File: src/rtl/core/adp_pkg.sv
package adp_pkg;

   localparam int PIX_W       = 8;
   localparam int FLUX_W      = 18;
   localparam int SUM_W       = 29;
   localparam int DIV_SHIFT   = 17;
   localparam int QV_W        = 10;
   localparam int QP_W        = 20;
   localparam int RECIP_SHIFT = 11;

   localparam logic [QV_W-1:0] RECIP_3 = 10'd683;
   localparam logic [QV_W-1:0] CLAMP_V = 10'd768;

   localparam int FRAME_WIDTH_W  = 11;
   localparam int FRAME_HEIGHT_W = 12;
   localparam int CSR_IDX_W      = 1;
   localparam int CSR_DATA_W     = 12;

   localparam logic [CSR_IDX_W-1:0] REG_FRAME_WIDTH  = 1'd0;
   localparam logic [CSR_IDX_W-1:0] REG_FRAME_HEIGHT = 1'd1;

   localparam logic [FRAME_WIDTH_W-1:0]  FRAME_WIDTH_RESET  = 11'd640;
   localparam logic [FRAME_HEIGHT_W-1:0] FRAME_HEIGHT_RESET = 12'd480;
   localparam logic [FRAME_WIDTH_W-1:0]  FRAME_WIDTH_MIN    = 11'd3;
   localparam logic [FRAME_HEIGHT_W-1:0] FRAME_HEIGHT_MIN   = 12'd3;

   typedef struct packed {
      logic [PIX_W-1:0] center;
      logic [PIX_W-1:0] north;
      logic [PIX_W-1:0] south;
      logic [PIX_W-1:0] west;
      logic [PIX_W-1:0] east;
   } adp_window_type;

   // conductance times absolute difference, conductance in unsigned q1.16
   function automatic logic [FLUX_W-1:0] flux_mag(input logic [PIX_W-1:0] a);
      logic [FLUX_W-1:0] m;
      unique case (a)
         8'd0:    m = 18'd0;
         8'd1:    m = 18'd65536;
         8'd2:    m = 18'd131038;
         8'd3:    m = 18'd194646;
         8'd4:    m = 18'd231124;
         8'd5:    m = 18'd163840;
         8'd6:    m = 18'd63834;
         8'd7:    m = 18'd21182;
         8'd8:    m = 18'd7520;
         8'd9:    m = 18'd2961;
         8'd10:   m = 18'd1280;
         8'd11:   m = 18'd594;
         8'd12:   m = 18'd300;
         8'd13:   m = 18'd156;
         8'd14:   m = 18'd84;
         8'd15:   m = 18'd45;
         8'd16:   m = 18'd32;
         8'd17:   m = 18'd17;
         8'd18:   m = 18'd18;
         default: m = 18'd0;
      endcase
      return m;
   endfunction

endpackage

File: src/rtl/core/adp_kernel.sv
module adp_kernel (
   input  adp_pkg::adp_window_type      win,
   output logic [adp_pkg::PIX_W-1:0]    pixel_out
);

   logic [adp_pkg::PIX_W-1:0]          nb [4];
   logic signed [adp_pkg::PIX_W:0]     diff [4];
   logic [adp_pkg::PIX_W-1:0]          mag_d [4];
   logic [adp_pkg::FLUX_W-1:0]         fmag [4];
   logic signed [adp_pkg::SUM_W-1:0]   flux [4];
   logic signed [adp_pkg::SUM_W-1:0]   total;
   logic [adp_pkg::QV_W-1:0]           quot;
   logic [adp_pkg::QP_W-1:0]           prod;

   assign nb[0] = win.north;
   assign nb[1] = win.south;
   assign nb[2] = win.west;
   assign nb[3] = win.east;

   // centre scaled by 6 * 2^16, plus the four weighted differences
   always_comb begin
      total = $signed(adp_pkg::SUM_W'({win.center, 18'b0}))
            + $signed(adp_pkg::SUM_W'({win.center, 17'b0}));
      for (int i = 0; i < 4; i++) begin
         diff[i]  = $signed({1'b0, nb[i]}) - $signed({1'b0, win.center});
         mag_d[i] = diff[i][adp_pkg::PIX_W] ? adp_pkg::PIX_W'(-diff[i])
                                           : diff[i][adp_pkg::PIX_W-1:0];
         fmag[i]  = adp_pkg::flux_mag(mag_d[i]);
         flux[i]  = $signed(adp_pkg::SUM_W'(fmag[i]));
         if (diff[i][adp_pkg::PIX_W]) begin
            flux[i] = -flux[i];
         end
         total = total + flux[i];
      end
   end

   // floor divide by 3 * 2^17: shift, then reciprocal multiply
   assign quot = total[adp_pkg::DIV_SHIFT+adp_pkg::QV_W-1:adp_pkg::DIV_SHIFT];
   assign prod = adp_pkg::QP_W'(quot) * adp_pkg::QP_W'(adp_pkg::RECIP_3);

   always_comb begin
      priority if (total[adp_pkg::SUM_W-1]) begin
         pixel_out = '0;
      end else if (quot >= adp_pkg::CLAMP_V) begin
         pixel_out = '1;
      end else begin
         pixel_out = prod[adp_pkg::RECIP_SHIFT+adp_pkg::PIX_W-1:adp_pkg::RECIP_SHIFT];
      end
   end

endmodule

File: config.mk
export PLATFORM = sky130hd
export DESIGN_NAME = adp_kernel
export DESIGN_NICKNAME = d
export VERILOG_FILES = /design/src/rtl/core/adp_pkg.sv /design/src/rtl/core/adp_kernel.sv
export SDC_FILE = /design/constraint.sdc
export NUM_CORES = 1
export LEC_CHECK = 0
export ABC_AREA = 1
export ABC_CLOCK_PERIOD_IN_PS = 22100
export BUFFER_PORTS_ARGS = -buffer_cell sky130_fd_sc_hd__buf_2
export CORE_ASPECT_RATIO = 1.1
export CORE_MARGIN = 2
export CORE_UTILIZATION = 60
export DETAILED_ROUTE_END_ITERATION = 10
export GPL_TIMING_DRIVEN = 0
export PLACE_DENSITY = 0.89
export SETUP_SLACK_MARGIN = 0.05
export SLEW_MARGIN = 20
export SYNTH_ARGS = -nofsm -noshare
export SYNTH_HDL_FRONTEND = slang
export SYNTH_SLANG_ARGS = --single-unit
File: constraint.sdc
create_clock -name vclk -period 22.1
set_input_delay 4.42 -clock vclk [all_inputs]
set_output_delay 4.42 -clock vclk [all_outputs]
set_load 0.005 [all_outputs]
==> impl_metrics.ini <==
[cts]
cts_hold_buf = 0
postCtsResizedCells = 0
cts_setup_buffers = 0

[grt]
grt_overflow_total = 0
grt.total_usage = 0.294
first_global_vias = 10609
grt_max_degree = 11
antenna_found_initial = 0
grt_pass1_wl_um = 48500

[drt]
drc = 0
routed_wl_um = 28700
avgRoutedWirePerCell_um = 14.7
via_per_inst = 5.55
via_count = 10832
ant_nets = 0
initialDrtViolationCount = 785
firstDrtPassIters = 6

[cells_and_area]
layout-drive-gt1-share = 0.133
nFillCells = 1708
design.seq.count = 0
clock_buffers = 0
area_delta_synth_final_pct = 4.86
regArea_sq_um = 0
n_antenna_cell = 0
fin_nets = 2017

[worst_setup_path]
cpPeakStageDelay_ns = 0.61
criticalPathCategory = in -> out
cp_top_family = adder cells
crit_path_frequent_cell = nand2_1
critPathSlowestCell = xnor2_1
crit_start = win[33]
crit_path_end_kind = primary output
crit_arrival_ns = 16.06
crit_fanout = 10
cp.buffers_inverters = 12
worstPathRequired_ns = 17.68
critPathLaunchType = input pin

[floorplanning]
fp.dieH_um = 147
dieArea_sq_um = 19800
coreArea_sq_um = 18300
io_pins = 48
rows = 52
die_w_um = 134
initial_utilization = 0.610

[sta]
min_period_ns = 20.48
slew_viol_final = 0
setup_tns_ns = 0
worstMarginPinSlew_ns = 0.766
timing.final.crit_share = 0.927
hold_viol = 0
setup_viol = 0
maxSlewHeadroom = 0.486
rsz0062_at_grt = false
max_freq_mhz = 48.8

[placed_design]
place_congestion = 0.988
hpwlAfterDp_um = 25300
io_buffers = 48

[synth]
syn_nets = 1967
syn_avg_cell_area_sq_um = 6.74
synthesis.instances = 1662
ys_warn_count = 0
ys_seq_area_frac = 0
syn_area_sq_um = 11200
ys_types = 61

[flow_run]
maxCapViolations = 0

[worst_hold_path]
hold_path.class = in -> out
min_from = win[23]

[status]
status = completed
-- routing by layer --
metal	vias up	track usage	wire length, um
li1	5405	-	-
met4	0	0.122	1370
met5	-	0	0
met3	78	0.0235	1450
met2	342	0.526	14200
met1	5007	0.362	11700
-- path summary, 6_finish.rpt --
path      endpoint  slack [ns]  cells past startpoint
max   pixel_out[4]        1.62                     65
min   pixel_out[2]       10.06                     13
-- tightest hold or removal path: stages --
cell and delay (ns):
buf_2 0.08, ha_1 0.13, inv_1 0.06, nand2_4 0.09, buf_4 0.20, nor2_4 0.07, nand2_1 0.06, nand2_1 0.09
nand3_1 0.10, nand2_2 0.09, o21ai_1 0.08, inv_1 0.04, buf_2 0.11
-- area by class of cell --
class	count	area [sq um]	area share
multi-input combinational	1329	9840	0.838
timing repair buffer	48	240	0.0205
tap	243	304	0.0259
buffer	25	199	0.0169
inverter	308	1160	0.0989
-- per-stage QoR --
step	util	setup slack, ns	hold slack, ns	cell area, sq um	std cells
after global placement	0.640	1.81	10.03	11700	1953
after detailed placement	0.640	1.65	10.05	11700	1953
final	0.640	1.62	10.06	11700	1953
after CTS	0.640	1.60	10.04	11700	1953
after floorplan	-	3.39	9.66	11200	1662
after global routing	0.640	0.637	10.18	11700	1953
-- cell usage after synthesis (3+ instances only) --
cell type  instances  area [sq um]
o31ai_1            4          30.0
nand2_4           14           158
nand2_2           38           238
a31oi_1            7          43.8
nand3_2            6          60.1
inv_1            278          1040
buf_2              5          25.0
nand3b_1           6          45.0
nand3_1           93           465
a211oi_1           3          22.5
buf_4              4          30.0
o21bai_1           6          45.0
nor2_2            21           131
o21ai_4            3          48.8
nor2_4             5          56.3
xnor2_1           27           236
buf_6              9           101
a21oi_1           93           465
o21ai_0           64           320
a21o_1             3          22.5
o21bai_2           5          56.3
o21ai_1           26           130
nand4_1           12          75.1
nor3_2             4          40.0
xor2_1            76           666
o21ai_2            7          61.3
ha_1             174          2180
a21oi_2            9          78.8
or2_1              3          18.8
nor3_1            12          60.1
xor2_2             4          65.1
fa_1              91          1820
clkbuf_1           6          22.5
o21a_1             6          45.0
nor3b_1            4          30.0
nand2_1          349          1310
nor2_1           126           473
inv_2             27           101
-- logic make-up after synthesis --
logic type	share of synthesized area
simple gates	0.295
compound gates	0.138
fa+ha+maj	0.357
xor+xnor	0.0888
buf+inv	0.121
-- cell usage in the layout (no fill, tap or decap), types with 5 or more instances in the layout --
master    count
o21bai_2      5
buf_2        53
inv_1       278
a31oi_1       7
nor3_1       12
ha_1        174
nand4_1      12
nor2_4        5
nand3_2       6
o21ai_1      26
xnor2_1      27
nand2_1     349
xor2_1       76
nand3_1      93
nor2_1      126
o21a_1        6
nor2_2       21
inv_2        27
fa_1         91
clkbuf_1      6
nand2_4      14
o21bai_1      6
o21ai_2       7
o21ai_0      64
buf_6         9
nand3b_1      6
a21oi_2       9
a21oi_1      93
nand2_2      38
Power is left out: the tool's default activity adds up to more than one toggle a clock period on the data nets, which glitch-free logic cannot reach.
